File: src/hdl/mhtq_pkg.sv
// ---------------------------------------------------------------------------
// Timer queue package
// Shared constants, operation and result codes, and sequencer states.
// ---------------------------------------------------------------------------
package mhtq_pkg;

    localparam int DEF_QUEUE_DEPTH = 32;
    localparam int DEF_TIME_BITS   = 48;
    localparam int SLOTS           = 32;
    localparam int ID_W            = 5;
    localparam int IV_W            = 32;
    localparam int FIRE_CNT_W      = 6;

    typedef enum logic [1:0] {
        OP_INSERT   = 2'd0,
        OP_CANCEL   = 2'd1,
        OP_EXPIRE   = 2'd2,
        OP_RESERVED = 2'd3
    } op_t;

    typedef enum logic [1:0] {
        KIND_INSERT_ACK = 2'd0,
        KIND_CANCEL_ACK = 2'd1,
        KIND_FIRED      = 2'd2,
        KIND_DONE       = 2'd3
    } kind_t;

    typedef enum logic [1:0] {
        ST_OK         = 2'd0,
        ST_FULL       = 2'd1,
        ST_ID_ACTIVE  = 2'd2,
        ST_ID_MISSING = 2'd3
    } status_t;

    typedef enum logic [1:0] {
        MD_ACK,
        MD_EXP_REM,
        MD_EXP_PUSH
    } mode_t;

    typedef enum logic [3:0] {
        S_IDLE,
        S_REM,
        S_REM_WAIT,
        S_UP_RD,
        S_UP_CMP,
        S_DN_CHK,
        S_DN_RD1,
        S_DN_RD2,
        S_DN_CMP,
        S_EXP_CHK,
        S_EXP_RE,
        S_EMIT
    } state_t;

endpackage

File: src/hdl/mhtq_heap_ram.sv
// ---------------------------------------------------------------------------
// Heap entry memory
// One write port and one read port with registered read data.
// ---------------------------------------------------------------------------
module mhtq_heap_ram #(
    parameter int DEPTH = mhtq_pkg::DEF_QUEUE_DEPTH,
    parameter int WIDTH = mhtq_pkg::DEF_TIME_BITS + mhtq_pkg::ID_W,
    parameter int AW    = $clog2(DEPTH)
) (
    input  logic             clk,
    input  logic             we,
    input  logic [AW-1:0]    waddr,
    input  logic [WIDTH-1:0] wdata,
    input  logic [AW-1:0]    raddr,
    output logic [WIDTH-1:0] rdata
);

    logic [WIDTH-1:0] mem [DEPTH];

    always_ff @(posedge clk)
    begin
        if (we)
        begin
            mem[waddr] <= wdata;
        end
        rdata <= mem[raddr];
    end

endmodule

File: src/hdl/min_heap_timer_queue_core.sv
// ---------------------------------------------------------------------------
// Min-heap timer queue
// Binary min-heap of deadlines with per-id position map, insert, cancel by
// id and expire with restart of periodic timers.
// ---------------------------------------------------------------------------
// Usage: a command transaction (insert, cancel or expire) enters on the
// input channel while in_stall is low. Insert and cancel answer with one
// acknowledge; expire answers with one fired transaction per timer popped,
// then a done transaction. The last output of a command has last set.
// An insert sifts the new entry up; a removal moves the last entry into the
// hole, compares it first with its parent and sifts it up, or else down,
// all through one read port of the heap memory. An expire costs such a
// removal for every fired timer plus an insert for every restarted one.
// in_stall is high from acceptance until the last result is loaded into
// the output register; only one command is in flight at a time.
// The output register holds its transaction while out_stall is high and
// the sequencer waits for it to drain before producing the next one.
// Reset (rst_n low, asynchronous) empties the heap and marks every id
// inactive; no clearing pass is needed and a command may enter right after.
// Unknown operation codes are accepted and produce no output.
// ---------------------------------------------------------------------------
module min_heap_timer_queue_core #(
    parameter int QUEUE_DEPTH = mhtq_pkg::DEF_QUEUE_DEPTH,
    parameter int TIME_BITS   = mhtq_pkg::DEF_TIME_BITS
) (
    input  logic                     clk,
    input  logic                     rst_n,
    input  logic                     in_valid,
    output logic                     in_stall,
    input  logic [1:0]               operation,
    input  logic [mhtq_pkg::ID_W-1:0] timer_id,
    input  logic [TIME_BITS-1:0]     deadline,
    input  logic [mhtq_pkg::IV_W-1:0] interval,
    input  logic [TIME_BITS-1:0]     now_time,
    output logic                     out_valid,
    input  logic                     out_stall,
    output logic [1:0]               kind,
    output logic [1:0]               status,
    output logic [mhtq_pkg::ID_W-1:0] fired_id,
    output logic                     earliest_changed,
    output logic [TIME_BITS-1:0]     next_deadline,
    output logic                     queue_empty,
    output logic                     last
);

    localparam int ID_W  = mhtq_pkg::ID_W;
    localparam int IV_W  = mhtq_pkg::IV_W;
    localparam int NS    = mhtq_pkg::SLOTS;
    localparam int FW    = mhtq_pkg::FIRE_CNT_W;
    localparam int POS_W = $clog2(QUEUE_DEPTH);
    localparam int CNT_W = $clog2(QUEUE_DEPTH + 1);
    localparam int CW    = POS_W + 2;
    localparam int EW    = TIME_BITS + ID_W;
    localparam int SUM_W = ((TIME_BITS > IV_W) ? TIME_BITS : IV_W) + 1;
    localparam logic [TIME_BITS-1:0] TMAX = {TIME_BITS{1'b1}};

    mhtq_pkg::state_t state_reg, state_next;
    mhtq_pkg::mode_t  mode_reg, mode_next;

    logic [CNT_W-1:0]     count_reg, count_next;
    logic [NS-1:0]        active_reg;
    logic [POS_W-1:0]     pos_reg [NS];
    logic [IV_W-1:0]      ival_reg [NS];
    logic [ID_W-1:0]      fb_reg [NS];
    logic [TIME_BITS-1:0] top_dl_reg;
    logic [ID_W-1:0]      top_id_reg;
    logic [POS_W-1:0]     p_reg, p_next;
    logic [POS_W-1:0]     m_reg, m_next;
    logic [TIME_BITS-1:0] e_dl_reg, e_dl_next, c_dl_reg, c_dl_next, now_reg, now_next;
    logic [ID_W-1:0]      e_id_reg, e_id_next, c_id_reg, c_id_next;
    logic                 try_down_reg, try_down_next;
    logic [FW-1:0]        n_reg, n_next, i_reg, i_next;

    logic [1:0]           em_kind_reg, em_kind_next, em_status_reg, em_status_next;
    logic [ID_W-1:0]      em_id_reg, em_id_next;
    logic                 em_chg_reg, em_chg_next, em_last_reg, em_last_next;

    logic                 out_valid_reg, out_valid_next;
    logic [1:0]           kind_reg, status_reg;
    logic [ID_W-1:0]      fired_id_reg;
    logic                 chg_reg, empty_reg, last_reg;
    logic [TIME_BITS-1:0] nd_reg;

    // Memory and small-array write controls.
    logic                 mem_we;
    logic [POS_W-1:0]     mem_waddr, mem_raddr;
    logic [EW-1:0]        mem_wdata, mem_rdata;
    logic                 pos_we, act_we, act_val, ival_we, fb_we;
    logic [ID_W-1:0]      pos_idx, act_idx, fb_idx;
    logic [POS_W-1:0]     pos_data;
    logic [ID_W-1:0]      fb_data;

    logic [TIME_BITS-1:0] rd_dl;
    logic [ID_W-1:0]      rd_id;
    assign rd_dl = mem_rdata[TIME_BITS-1:0];
    assign rd_id = mem_rdata[EW-1:TIME_BITS];

    // Sequencer conditions.
    logic                 in_acc, id_busy, full, rem_skip, rem_tail, up_root, up_move;
    logic                 dn_leaf, dn_two, dn_right, dn_stop, exp_fire, re_more, re_push;
    logic                 out_free;
    logic [CNT_W-1:0]     cnt_m1, p_ext;
    logic [CW-1:0]        c_idx, c1_idx;
    logic [POS_W-1:0]     parent;
    logic [ID_W-1:0]      re_t;
    logic [SUM_W-1:0]     re_sum;
    logic [TIME_BITS-1:0] re_dl;
    mhtq_pkg::state_t     after_state;

    assign in_stall = (state_reg != mhtq_pkg::S_IDLE);
    assign in_acc   = in_valid && !in_stall;
    assign id_busy  = active_reg[timer_id];
    assign full     = (count_reg >= CNT_W'(QUEUE_DEPTH));
    assign cnt_m1   = count_reg - CNT_W'(1);
    assign p_ext    = CNT_W'(p_reg);
    assign rem_skip = (count_reg == '0) || (p_ext >= count_reg);
    assign rem_tail = (p_ext == cnt_m1);
    assign up_root  = (p_reg == '0);
    assign parent   = POS_W'((p_reg - POS_W'(1)) >> 1);
    assign up_move  = (e_dl_reg < rd_dl);
    assign c_idx    = {1'b0, p_reg, 1'b1};
    assign c1_idx   = c_idx + CW'(1);
    assign dn_leaf  = (c_idx >= CW'(count_reg));
    assign dn_two   = (c1_idx < CW'(count_reg));
    assign dn_right = !(c_dl_reg < rd_dl);
    assign dn_stop  = (e_dl_reg < c_dl_reg);
    assign exp_fire = (count_reg != '0) && (n_reg < FW'(NS)) && (top_dl_reg <= now_reg);
    assign re_more  = (i_reg < n_reg);
    assign re_t     = fb_reg[i_reg[ID_W-1:0]];
    assign re_push  = (ival_reg[re_t] != '0) && !full;
    assign re_sum   = SUM_W'(now_reg) + SUM_W'(ival_reg[re_t]);
    assign re_dl    = (re_sum > SUM_W'(TMAX)) ? TMAX : re_sum[TIME_BITS-1:0];
    assign out_free = !out_valid_reg || !out_stall;
    assign after_state = (mode_reg == mhtq_pkg::MD_EXP_PUSH) ? mhtq_pkg::S_EXP_RE
                                                             : mhtq_pkg::S_EMIT;

    mhtq_heap_ram #(
        .DEPTH (QUEUE_DEPTH),
        .WIDTH (EW),
        .AW    (POS_W)
    ) u_heap (
        .clk   (clk),
        .we    (mem_we),
        .waddr (mem_waddr),
        .wdata (mem_wdata),
        .raddr (mem_raddr),
        .rdata (mem_rdata)
    );

    // Next state.
    always_comb
    begin
        state_next = state_reg;
        unique case (state_reg)
            mhtq_pkg::S_IDLE:
            begin
                if (in_acc)
                begin
                    unique case (operation)
                        mhtq_pkg::OP_INSERT:
                            state_next = (id_busy || full) ? mhtq_pkg::S_EMIT
                                                           : mhtq_pkg::S_UP_RD;
                        mhtq_pkg::OP_CANCEL:
                            state_next = id_busy ? mhtq_pkg::S_REM : mhtq_pkg::S_EMIT;
                        mhtq_pkg::OP_EXPIRE:
                            state_next = mhtq_pkg::S_EXP_CHK;
                        default:
                            state_next = mhtq_pkg::S_IDLE;
                    endcase
                end
            end
            mhtq_pkg::S_REM:
                state_next = (rem_skip || rem_tail) ? after_state : mhtq_pkg::S_REM_WAIT;
            mhtq_pkg::S_REM_WAIT:
                state_next = mhtq_pkg::S_UP_RD;
            mhtq_pkg::S_UP_RD:
            begin
                if (!up_root)
                    state_next = mhtq_pkg::S_UP_CMP;
                else
                    state_next = try_down_reg ? mhtq_pkg::S_DN_CHK : after_state;
            end
            mhtq_pkg::S_UP_CMP:
            begin
                if (up_move)
                    state_next = mhtq_pkg::S_UP_RD;
                else
                    state_next = try_down_reg ? mhtq_pkg::S_DN_CHK : after_state;
            end
            mhtq_pkg::S_DN_CHK:
                state_next = dn_leaf ? after_state : mhtq_pkg::S_DN_RD1;
            mhtq_pkg::S_DN_RD1:
                state_next = dn_two ? mhtq_pkg::S_DN_RD2 : mhtq_pkg::S_DN_CMP;
            mhtq_pkg::S_DN_RD2:
                state_next = mhtq_pkg::S_DN_CMP;
            mhtq_pkg::S_DN_CMP:
                state_next = dn_stop ? after_state : mhtq_pkg::S_DN_CHK;
            mhtq_pkg::S_EXP_CHK:
                state_next = exp_fire ? mhtq_pkg::S_REM : mhtq_pkg::S_EXP_RE;
            mhtq_pkg::S_EXP_RE:
            begin
                if (!re_more)
                    state_next = mhtq_pkg::S_EMIT;
                else if (re_push)
                    state_next = mhtq_pkg::S_UP_RD;
                else
                    state_next = mhtq_pkg::S_EXP_RE;
            end
            mhtq_pkg::S_EMIT:
            begin
                if (out_free)
                    state_next = em_last_reg ? mhtq_pkg::S_IDLE : mhtq_pkg::S_EXP_CHK;
            end
            default:
                state_next = mhtq_pkg::S_IDLE;
        endcase
    end

    // Datapath and memory controls.
    always_comb
    begin
        mode_next      = mode_reg;
        count_next     = count_reg;
        p_next         = p_reg;
        m_next         = m_reg;
        e_dl_next      = e_dl_reg;
        e_id_next      = e_id_reg;
        c_dl_next      = c_dl_reg;
        c_id_next      = c_id_reg;
        now_next       = now_reg;
        try_down_next  = try_down_reg;
        n_next         = n_reg;
        i_next         = i_reg;
        em_kind_next   = em_kind_reg;
        em_status_next = em_status_reg;
        em_id_next     = em_id_reg;
        em_chg_next    = em_chg_reg;
        em_last_next   = em_last_reg;
        mem_we         = 1'b0;
        mem_waddr      = p_reg;
        mem_wdata      = {e_id_reg, e_dl_reg};
        mem_raddr      = parent;
        pos_we         = 1'b0;
        pos_idx        = e_id_reg;
        pos_data       = p_reg;
        act_we         = 1'b0;
        act_idx        = timer_id;
        act_val        = 1'b0;
        ival_we        = 1'b0;
        fb_we          = 1'b0;
        fb_idx         = n_reg[ID_W-1:0];
        fb_data        = top_id_reg;

        unique case (state_reg)
            mhtq_pkg::S_IDLE:
            begin
                if (in_acc)
                begin
                    now_next     = now_time;
                    em_id_next   = timer_id;
                    em_chg_next  = 1'b0;
                    em_last_next = 1'b1;
                    mode_next    = mhtq_pkg::MD_ACK;
                    unique case (operation)
                        mhtq_pkg::OP_INSERT:
                        begin
                            em_kind_next = mhtq_pkg::KIND_INSERT_ACK;
                            if (id_busy)
                                em_status_next = mhtq_pkg::ST_ID_ACTIVE;
                            else if (full)
                                em_status_next = mhtq_pkg::ST_FULL;
                            else
                            begin
                                em_status_next = mhtq_pkg::ST_OK;
                                em_chg_next    = (count_reg == '0) || (deadline < top_dl_reg);
                                ival_we        = 1'b1;
                                act_we         = 1'b1;
                                act_val        = 1'b1;
                                p_next         = count_reg[POS_W-1:0];
                                count_next     = count_reg + CNT_W'(1);
                                e_dl_next      = deadline;
                                e_id_next      = timer_id;
                                try_down_next  = 1'b0;
                            end
                        end
                        mhtq_pkg::OP_CANCEL:
                        begin
                            em_kind_next = mhtq_pkg::KIND_CANCEL_ACK;
                            if (!id_busy)
                                em_status_next = mhtq_pkg::ST_ID_MISSING;
                            else
                            begin
                                em_status_next = mhtq_pkg::ST_OK;
                                em_chg_next    = (pos_reg[timer_id] == '0);
                                act_we         = 1'b1;
                                act_val        = 1'b0;
                                p_next         = pos_reg[timer_id];
                            end
                        end
                        mhtq_pkg::OP_EXPIRE:
                        begin
                            n_next = '0;
                        end
                        default:
                        begin
                            n_next = n_reg;
                        end
                    endcase
                end
            end
            mhtq_pkg::S_REM:
            begin
                mem_raddr = cnt_m1[POS_W-1:0];
                if (!rem_skip)
                    count_next = cnt_m1;
            end
            mhtq_pkg::S_REM_WAIT:
            begin
                e_dl_next     = rd_dl;
                e_id_next     = rd_id;
                try_down_next = 1'b1;
            end
            mhtq_pkg::S_UP_RD:
            begin
                mem_raddr = parent;
                if (up_root && !try_down_reg)
                begin
                    mem_we = 1'b1;
                    pos_we = 1'b1;
                end
            end
            mhtq_pkg::S_UP_CMP:
            begin
                if (up_move)
                begin
                    // The parent drops into the hole and the hole climbs.
                    mem_we        = 1'b1;
                    mem_wdata     = mem_rdata;
                    pos_we        = 1'b1;
                    pos_idx       = rd_id;
                    p_next        = parent;
                    try_down_next = 1'b0;
                end
                else if (!try_down_reg)
                begin
                    mem_we = 1'b1;
                    pos_we = 1'b1;
                end
            end
            mhtq_pkg::S_DN_CHK:
            begin
                mem_raddr = c_idx[POS_W-1:0];
                if (dn_leaf)
                begin
                    mem_we = 1'b1;
                    pos_we = 1'b1;
                end
            end
            mhtq_pkg::S_DN_RD1:
            begin
                c_dl_next = rd_dl;
                c_id_next = rd_id;
                m_next    = c_idx[POS_W-1:0];
                mem_raddr = c1_idx[POS_W-1:0];
            end
            mhtq_pkg::S_DN_RD2:
            begin
                // Ties go to the right child.
                if (dn_right)
                begin
                    c_dl_next = rd_dl;
                    c_id_next = rd_id;
                    m_next    = c1_idx[POS_W-1:0];
                end
            end
            mhtq_pkg::S_DN_CMP:
            begin
                mem_we = 1'b1;
                pos_we = 1'b1;
                if (!dn_stop)
                begin
                    mem_wdata = {c_id_reg, c_dl_reg};
                    pos_idx   = c_id_reg;
                    p_next    = m_reg;
                end
            end
            mhtq_pkg::S_EXP_CHK:
            begin
                if (exp_fire)
                begin
                    fb_we          = 1'b1;
                    n_next         = n_reg + FW'(1);
                    act_we         = 1'b1;
                    act_idx        = top_id_reg;
                    act_val        = 1'b0;
                    p_next         = pos_reg[top_id_reg];
                    mode_next      = mhtq_pkg::MD_EXP_REM;
                    em_kind_next   = mhtq_pkg::KIND_FIRED;
                    em_status_next = mhtq_pkg::ST_OK;
                    em_id_next     = top_id_reg;
                    em_chg_next    = 1'b0;
                    em_last_next   = 1'b0;
                end
                else
                begin
                    i_next = '0;
                end
            end
            mhtq_pkg::S_EXP_RE:
            begin
                if (re_more)
                begin
                    i_next = i_reg + FW'(1);
                    if (re_push)
                    begin
                        act_we        = 1'b1;
                        act_idx       = re_t;
                        act_val       = 1'b1;
                        p_next        = count_reg[POS_W-1:0];
                        count_next    = count_reg + CNT_W'(1);
                        e_dl_next     = re_dl;
                        e_id_next     = re_t;
                        try_down_next = 1'b0;
                        mode_next     = mhtq_pkg::MD_EXP_PUSH;
                    end
                end
                else
                begin
                    em_kind_next   = mhtq_pkg::KIND_DONE;
                    em_status_next = mhtq_pkg::ST_OK;
                    em_id_next     = '0;
                    em_chg_next    = (n_reg != '0);
                    em_last_next   = 1'b1;
                end
            end
            mhtq_pkg::S_EMIT:
            begin
                mem_we = 1'b0;
            end
            default:
            begin
                mem_we = 1'b0;
            end
        endcase
    end

    assign out_valid_next = (state_reg == mhtq_pkg::S_EMIT && out_free) ? 1'b1 :
                            (out_stall ? out_valid_reg : 1'b0);

    always_ff @(posedge clk or negedge rst_n)
    begin
        if (!rst_n)
        begin
            state_reg     <= mhtq_pkg::S_IDLE;
            mode_reg      <= mhtq_pkg::MD_ACK;
            count_reg     <= '0;
            active_reg    <= '0;
            out_valid_reg <= 1'b0;
            try_down_reg  <= 1'b0;
            n_reg         <= '0;
            i_reg         <= '0;
        end
        else
        begin
            state_reg     <= state_next;
            mode_reg      <= mode_next;
            count_reg     <= count_next;
            out_valid_reg <= out_valid_next;
            try_down_reg  <= try_down_next;
            n_reg         <= n_next;
            i_reg         <= i_next;
            if (act_we)
                active_reg[act_idx] <= act_val;
        end
    end

    always_ff @(posedge clk)
    begin
        p_reg         <= p_next;
        m_reg         <= m_next;
        e_dl_reg      <= e_dl_next;
        e_id_reg      <= e_id_next;
        c_dl_reg      <= c_dl_next;
        c_id_reg      <= c_id_next;
        now_reg       <= now_next;
        em_kind_reg   <= em_kind_next;
        em_status_reg <= em_status_next;
        em_id_reg     <= em_id_next;
        em_chg_reg    <= em_chg_next;
        em_last_reg   <= em_last_next;
        if (pos_we)
            pos_reg[pos_idx] <= pos_data;
        if (ival_we)
            ival_reg[timer_id] <= interval;
        if (fb_we)
            fb_reg[fb_idx] <= fb_data;
        // Shadow of the heap root for the alarm output and expire checks.
        if (mem_we && mem_waddr == '0)
        begin
            top_dl_reg <= mem_wdata[TIME_BITS-1:0];
            top_id_reg <= mem_wdata[EW-1:TIME_BITS];
        end
        if (state_reg == mhtq_pkg::S_EMIT && out_free)
        begin
            kind_reg     <= em_kind_reg;
            status_reg   <= em_status_reg;
            fired_id_reg <= em_id_reg;
            chg_reg      <= em_chg_reg;
            last_reg     <= em_last_reg;
            empty_reg    <= (count_reg == '0);
            nd_reg       <= (count_reg == '0) ? '0 : top_dl_reg;
        end
    end

    assign out_valid        = out_valid_reg;
    assign kind             = kind_reg;
    assign status           = status_reg;
    assign fired_id         = fired_id_reg;
    assign earliest_changed = chg_reg;
    assign next_deadline    = nd_reg;
    assign queue_empty      = empty_reg;
    assign last             = last_reg;

endmodule
File: config.mk
export PLATFORM = sky130hd
export DESIGN_NAME = min_heap_timer_queue_core
export DESIGN_NICKNAME = d
export VERILOG_FILES = /design/src/hdl/mhtq_pkg.sv /design/src/hdl/mhtq_heap_ram.sv /design/src/hdl/min_heap_timer_queue_core.sv
export SDC_FILE = /design/constraint.sdc
export NUM_CORES = 2
export LEC_CHECK = 0
export BUFFER_PORTS_ARGS = -buffer_cell sky130_fd_sc_hd__buf_2
export CAP_MARGIN = 20
export CORE_MARGIN = 3
export CORE_UTILIZATION = 40
export DETAILED_ROUTE_END_ITERATION = 6
export SLEW_MARGIN = 30
export SYNTH_ARGS = -nofsm -noshare
export SYNTH_HDL_FRONTEND = slang
export SYNTH_SLANG_ARGS = --single-unit
File: constraint.sdc
create_clock -name clk -period 10.8 [get_ports clk]
set_clock_uncertainty 0.15 [all_clocks]
set_input_delay 2.16 -clock clk [delete_from_list [all_inputs] [get_ports clk]]
set_output_delay 2.16 -clock clk [all_outputs]
set_load 0.01 [all_outputs]
== Yosys cells after proc, flatten, opt, wreduce, memory -nomap -nowiden ==
Memories as Yosys holds them, arrays and structs flattened. A register that Yosys moved wholly into a read port is not among the register bits.
Cells that the tools add are included.

* RAM bits: 3,040
* Word-level logic and storage cells: 287
* Memories kept: 4
* ROM bits: 0
* Latch bits: 0
* Input port bits: 139
* Output and inout bits: 62
* Flip-flop bits (word level): 346

* Multiply operators: 0
* $add $sub $neg: 7
* Equality and inequality tests: 35
* Magnitude comparators: 15
* Bitwise operators: 0
* Shift-type cells: 0
* Muxes and demuxes: 150
* Div/mod/pow operators: 0
* Reductions and logical operators: 47

{| class="wikitable"
|+ Memory list
! memory !! depth !! width !! rd ports !! clocked after memory_dff !! write ports !! line !! RTL
|-
| u_heap.mem || 32 || 53 || 1 || 1 || 1 || mhtq_heap_ram.sv:18 || <nowiki>logic [WIDTH-1:0] mem [DEPTH];</nowiki>
|-
| ival_reg || 32 || 32 || 1 || 0 || 1 || min_heap_timer_queue_core.sv:63 || <nowiki>logic [IV_W-1:0] ival_reg [NS];</nowiki>
|-
| fb_reg || 32 || 5 || 1 || 0 || 1 || min_heap_timer_queue_core.sv:64 || <nowiki>logic [ID_W-1:0] fb_reg [NS];</nowiki>
|-
| pos_reg || 32 || 5 || 2 || 1 || 1 || min_heap_timer_queue_core.sv:62 || <nowiki>logic [POS_W-1:0] pos_reg [NS];</nowiki>
|}

{| class="wikitable"
|+ Operators by type and width
! kind !! count
|-
| 2-to-1 mux 48 bit || 8
|-
| less-than comparator 48 bit || 4
|-
| case mux 48 bit (3 select lines) || 1
|-
| 2-to-1 mux 5 bit || 26
|-
| 2-to-1 mux 53 bit || 2
|-
| case mux 53 bit (2 select lines) || 1
|-
| case mux 48 bit (2 select lines) || 1
|-
| 2-to-1 mux 6 bit || 12
|-
| 2-to-1 mux 4 bit || 15
|-
| case mux 5 bit (2 select lines) || 5
|-
| adder 48 x 32 -> 49 bit || 1
|-
| greater-than comparator 49 x 48 -> 1 bit, second input constant || 1
|-
| less-or-equal comparator 48 bit || 1
|-
| case mux 4 bit (12 select lines) || 1
|-
| case mux 5 bit (3 select lines) || 3
|-
| 2-to-1 mux 1 bit || 42
|-
| bitwise mux 32 bit || 1
|-
| nonzero test 32 bit || 1
|-
| inequality test 2 bit, second input constant || 13
|-
| case mux 5 bit (5 select lines) || 1
|-
| 2-to-1 mux 2 bit || 12
|-
| case mux 6 bit (2 select lines) || 2
|-
| adder 6 x 1 -> 6 bit, second input constant || 3
|-
| case mux 2 bit (3 select lines) || 3
|-
| 48 further kinds || 94
|}

== Longest topological paths before layout ==
An unclocked memory read counts as a cell.

* Word-level depth: 12
* Depth in mapped cells: 36
* Depth with buffers taken out: 27

== By module ==
Synthesis repeated with hierarchy kept, for this count alone.

* Cells, all modules: 9,448
* Area, all modules: 144,876.4 µm²

{| class="wikitable"
|+ By module, submodules not included
! module !! cells an instance !! times used !! seq. area each (µm²) !! area each (µm²)
|-
| min_heap_timer_queue_core || 5,737 || 1 || 50,558.5 || 78,114.9
|-
| mhtq_heap_ram || 3,711 || 1 || 51,989.9 || 66,761.5
|}

== Worst setup path before layout ==
No wires, ideal clock.

* Kind: register to register
* Start: register c_dl_reg[1]
* End: register c_dl_reg[0] (enable)
* Cell stages (with the launch flop): 17
* Path slack: 2,062 ps
* Required time: 10,017 ps
* Buffers on the path: 0
* Arrival time: 7,956 ps
* Library setup time: 633 ps
* Clock period less this slack: 8,738 ps
* Cells stage by stage: edfxtp_1 ha_1 a21o_1 a21o_1 a21o_1 a21o_1 a21o_1 a21o_1 a21o_1 a21o_1 a21o_1 a21o_1 a211oi_1 o21ai_0 a31o_2 a221oi_1 o41ai_1

* Cells in the longest elaborated chain, start to end: 3

{| class="wikitable"
|+ RTL lines
! what !! line !! RTL
|-
| from (decl) || min_heap_timer_queue_core.sv:69 || <nowiki>logic [TIME_BITS-1:0] e_dl_reg, e_dl_next, c_dl_reg, c_dl_next, now_reg, now_next;</nowiki>
|-
| from (signal assigned) || min_heap_timer_queue_core.sv:483 || <nowiki>c_dl_reg <= c_dl_next;</nowiki>
|-
| less-than comparator 48 bit || min_heap_timer_queue_core.sv:125 || <nowiki>assign dn_right = !(c_dl_reg < rd_dl);</nowiki>
|-
| inequality test 2 bit (no source line) || - ||
|-
| AND reduction 2 bit (no source line) || - ||
|}

Every way passes these cells.
A chain may end at the register's enable or synchronous reset.

== Final worst setup path ==
* Start: register i_reg[1]
* End: register e_dl_reg[15], data pin

* Cells in the longest elaborated chain, start to end: 8

{| class="wikitable"
|+ RTL lines
! what !! line !! RTL
|-
| from (decl) || min_heap_timer_queue_core.sv:72 || <nowiki>logic [FW-1:0] n_reg, n_next, i_reg, i_next;</nowiki>
|-
| from (signal assigned) || min_heap_timer_queue_core.sv:471 || <nowiki>i_reg <= i_next;</nowiki>
|-
| memory (32 x 5 bit) * || - ||
|-
| memory (32 x 32 bit) * || - ||
|-
| adder 48 x 32 -> 49 bit * || min_heap_timer_queue_core.sv:131 || <nowiki>assign re_sum = SUM_W'(now_reg) + SUM_W'(ival_reg[re_t]);</nowiki>
|-
| greater-than comparator 49 x 48 -> 1 bit || min_heap_timer_queue_core.sv:132 || <nowiki>assign re_dl = (re_sum > SUM_W'(TMAX)) ? TMAX : re_sum[TIME_BITS-1:0];</nowiki>
|-
| 2-to-1 mux 48 bit * || min_heap_timer_queue_core.sv:132 ||
|-
| 2-to-1 mux 48 bit * || min_heap_timer_queue_core.sv:414 || <nowiki>if (re_push)</nowiki>
|-
| 2-to-1 mux 48 bit * || min_heap_timer_queue_core.sv:411 || <nowiki>if (re_more)</nowiki>
|-
| case mux 48 bit (3 select lines) * || min_heap_timer_queue_core.sv:254 || <nowiki>unique case (state_reg)</nowiki>
|-
| via e_dl_next[15] || min_heap_timer_queue_core.sv:69 ||
|-
| to (signal assigned) || min_heap_timer_queue_core.sv:481 || <nowiki>e_dl_reg <= e_dl_next;</nowiki>
|-
| to (decl) || min_heap_timer_queue_core.sv:69 ||
|}

The timed path passes the listed nets; every way through them passes the cells marked *. The select of a mux whose other input is x is not followed.

==> out/qor.txt <==
DIE AREA -> 374,000 um2
layout cells sized above 1 -> 12.0%
Avg Cell Area, Syn -> 14.0 um2
reg-to-reg endpoint -> e_dl_reg[15]
critical path class -> register to register
Worst EP required -> 11.28 ns
Tot GR Track Use -> 23.3%
Slowest-stage cell, CP -> dfrtp_4
initial antenna violation count -> 47
routed length per instance -> 28.4 um
Layout Area Growth over Synthesis -> 12.7%
Synth Net Count -> 10,900
CP Capture Type -> register
Post-Route WL -> 448 mm
cts hold-fix bufs -> 0
setup repair bufs after CTS -> 0
via/cell ratio -> 5.89
Netlist cell types -> 106
area of the mapped netlist -> 147,000 um2
CP top delay family -> compound AO/OA/AOI/OAI gates
root buffer cell -> clkbuf_16
PwrDens -> 325 nW/um2
r2r worst-path depth -> 30
Initial Utilization -> 40.3%
Final Setup Violations -> 0
crit-path most repeated cell -> buf_4
RSZ-0062 raised after global routing -> false
Largest register FFs -> 1,696
clk slew on worst S/H paths -> 0.06 ns
sequential area share after synthesis -> 69.9%
post-CTS sizing -> 0
status -> complete, no violations
Fill cells -> 31,700
H-tree Lvls -> 5
Period Utilization, post-route -> 85.8%
VDD IR max -> 0.465 mV
most frequent cells in the layout -> edfxtp_1 (3,328), nand2_1 (1,677), a211oi_1 (608)
first-pass GRT wire length -> 640 mm
Die Height -> 612 um
detailed placement HPWL -> 272 mm
Largest stage delay, worst path -> 0.98 ns
CTS tree -> yes
Nets -> 11,100
reg2reg setup slack -> 1.54 ns
CTS buffer count -> 361
Max Slew Vio Count -> 0
maxcap violations -> 0
Worst Setup EP -> e_dl_reg[15]
combined area of the multi-input logic cells -> 40,900 um2
WP buf/inv -> 4
Post-synth EDFFs -> 3,328
CP max FO -> 54
Final ANT Viol Nets -> 0
Clock Path Buffers -> 4
R2R Path Start -> i_reg[1]
fin cells -> 15,800
Lkg Pwr -> 56.3 nW
largest net degree at the start of global routing -> 195
slew margin rel. -> 27.2%
placed cells -> 15,100
# IOs -> 201
gr ovfl total -> 0
Setup crit start -> i_reg[1]
Worst-Margin Slew -> 1.09 ns
worst skew pair latency -> 0.95 ns
min cycle time layout -> 9.26 ns
asr flop ratio synth -> 1.68%
Max Fclk -> 108 MHz
CP arrival -> 9.75 ns
clk sinks -> 3,444
Seq cells post-synth -> 3,444
Via Count -> 93,000
number of global-route vias before repair -> 90,000
Port Buf Inserts -> 200
Sequential cell area -> 103,000 um2
Crit. path cell count -> 30
setup TNS -> 0 ns
die span in x -> 612 um
Syn. warnings -> 0
Fin. Hold Viols -> 0
critical path launch point type -> register
top_reg_cell synth -> edfxtp_1
Detailed Routing Iterations Pass 1 -> 6
num rows -> 221
commonest non-fill, non-tap cell in the layout -> edfxtp_1
core footprint -> 364,000 um2
Syn Inst Count -> 10,500
Hold Crit Class -> register to register
DR DRC count -> 0
initial DRC count -> 11,000
placer congestion estimate -> 0.917
-- final cells by class --
type | count | area share, %
multi-input cells | 6074 | 24.7
clock inverters | 174 | 0.938
repair buffers | 437 | 1.95
well taps | 4794 | 3.63
inverters | 316 | 0.717
flip-flops and latches | 3444 | 62.0
diodes | 58 | 0.0878
clock buffers | 489 | 5.92
-- worst min-delay path by stage --
| stage | cells past startpoint | startpoint | slack [ns] | end |
|---|---|---|---|---|
| 3_3_place_gp | 0 | em_id_reg[1] | 0.25 | fired_id[1] |
| 5_1_grt | 0 | em_id_reg[1] | 0.27 | fired_id[1] |
| 6_report | 0 | em_id_reg[0] | 0.28 | fired_id[0] |
| 4_1_cts | 0 | em_id_reg[1] | 0.27 | fired_id[1] |
| 3_5_place_dp | 0 | em_id_reg[0] | 0.26 | fired_id[0] |
| 2_1_floorplan | 0 | em_chg_reg | 0.25 | earliest_changed |
-- per-stage QoR --
| stage | worst slack [ns] | power (mW) | cell area, um2 | utilization (%) | hold WS [ns] |
|---|---|---|---|---|---|
| floorplan | 2.06 | 33.6 | 147000 | - | 0.250 |
| global placement | 1.67 | 41.2 | 153000 | 42.2 | 0.254 |
| detailed placement | 1.67 | 41.6 | 154000 | 42.3 | 0.258 |
| CTS | 1.66 | 53.7 | 165000 | 45.4 | 0.270 |
| global route | 1.01 | 56.6 | 165000 | 45.4 | 0.269 |
| finish | 1.54 | 53.8 | 165000 | 45.4 | 0.275 |
-- cells in the mapped netlist, types with 16 or more instances --
cell | n | area share (%)
nand2_1 | 1677 | 4.3
o221ai_1 | 17 | 0.10
nand4_1 | 72 | 0.31
xnor2_1 | 45 | 0.27
o311ai_0 | 44 | 0.26
nor2_1 | 270 | 0.69
nor3_1 | 51 | 0.17
o21bai_1 | 16 | 0.082
ha_1 | 306 | 2.6
a21o_1 | 172 | 0.88
nand2b_1 | 39 | 0.17
and2_1 | 431 | 1.8
o22ai_1 | 17 | 0.072
a21oi_1 | 348 | 1.2
a311oi_1 | 220 | 1.3
mux2_2 | 69 | 0.53
or3_1 | 20 | 0.085
buf_4 | 20 | 0.10
dfrtp_1 | 58 | 0.99
dfxtp_1 | 58 | 0.79
mux4_2 | 113 | 1.7
buf_1 | 53 | 0.14
nor4_1 | 24 | 0.10
edfxtp_1 | 3328 | 68
nor3b_1 | 17 | 0.087
a222oi_1 | 54 | 0.37
nand3_1 | 371 | 1.3
mux2i_1 | 278 | 1.9
a32oi_1 | 43 | 0.26
a221oi_1 | 16 | 0.096
buf_2 | 99 | 0.34
a31oi_1 | 238 | 1.0
clkbuf_1 | 461 | 1.2
a22oi_1 | 16 | 0.082
mux2_1 | 21 | 0.16
buf_6 | 20 | 0.15
xor2_1 | 19 | 0.11
and3_1 | 20 | 0.085
o21ai_0 | 148 | 0.50
nor2b_1 | 42 | 0.18
a211oi_1 | 610 | 3.1
inv_1 | 314 | 0.80
o211ai_1 | 22 | 0.11
-- routing by layer --
layer  part of all wire, %  GRT usage, %  vias up
met5                 0.015             0        -
met4                   5.4          11.8       10
met3                   7.8          3.54      903
met2                    47          37.3     4216
met1                    40          30.7    47300
li1                      -             -    40600
-- report_power, final --
part           switching (mW)  leakage (nW)  total, mW  internal [mW]
combinational            17.0          19.5       24.4           7.39
clock                    5.18          5.51       12.1           6.88
sequential              0.545          31.3       17.3           16.8
total                    22.7          56.3       53.8           31.1
-- cells by family after synthesis --
family	share of synthesized area [%]
fa+ha+maj	2.63
buf+inv	2.74
mux	4.32
xor+xnor	0.382
compound gates	10.3
flops	69.9
simple gates	9.77
Note: power is estimated with default switching activity, not from simulation.
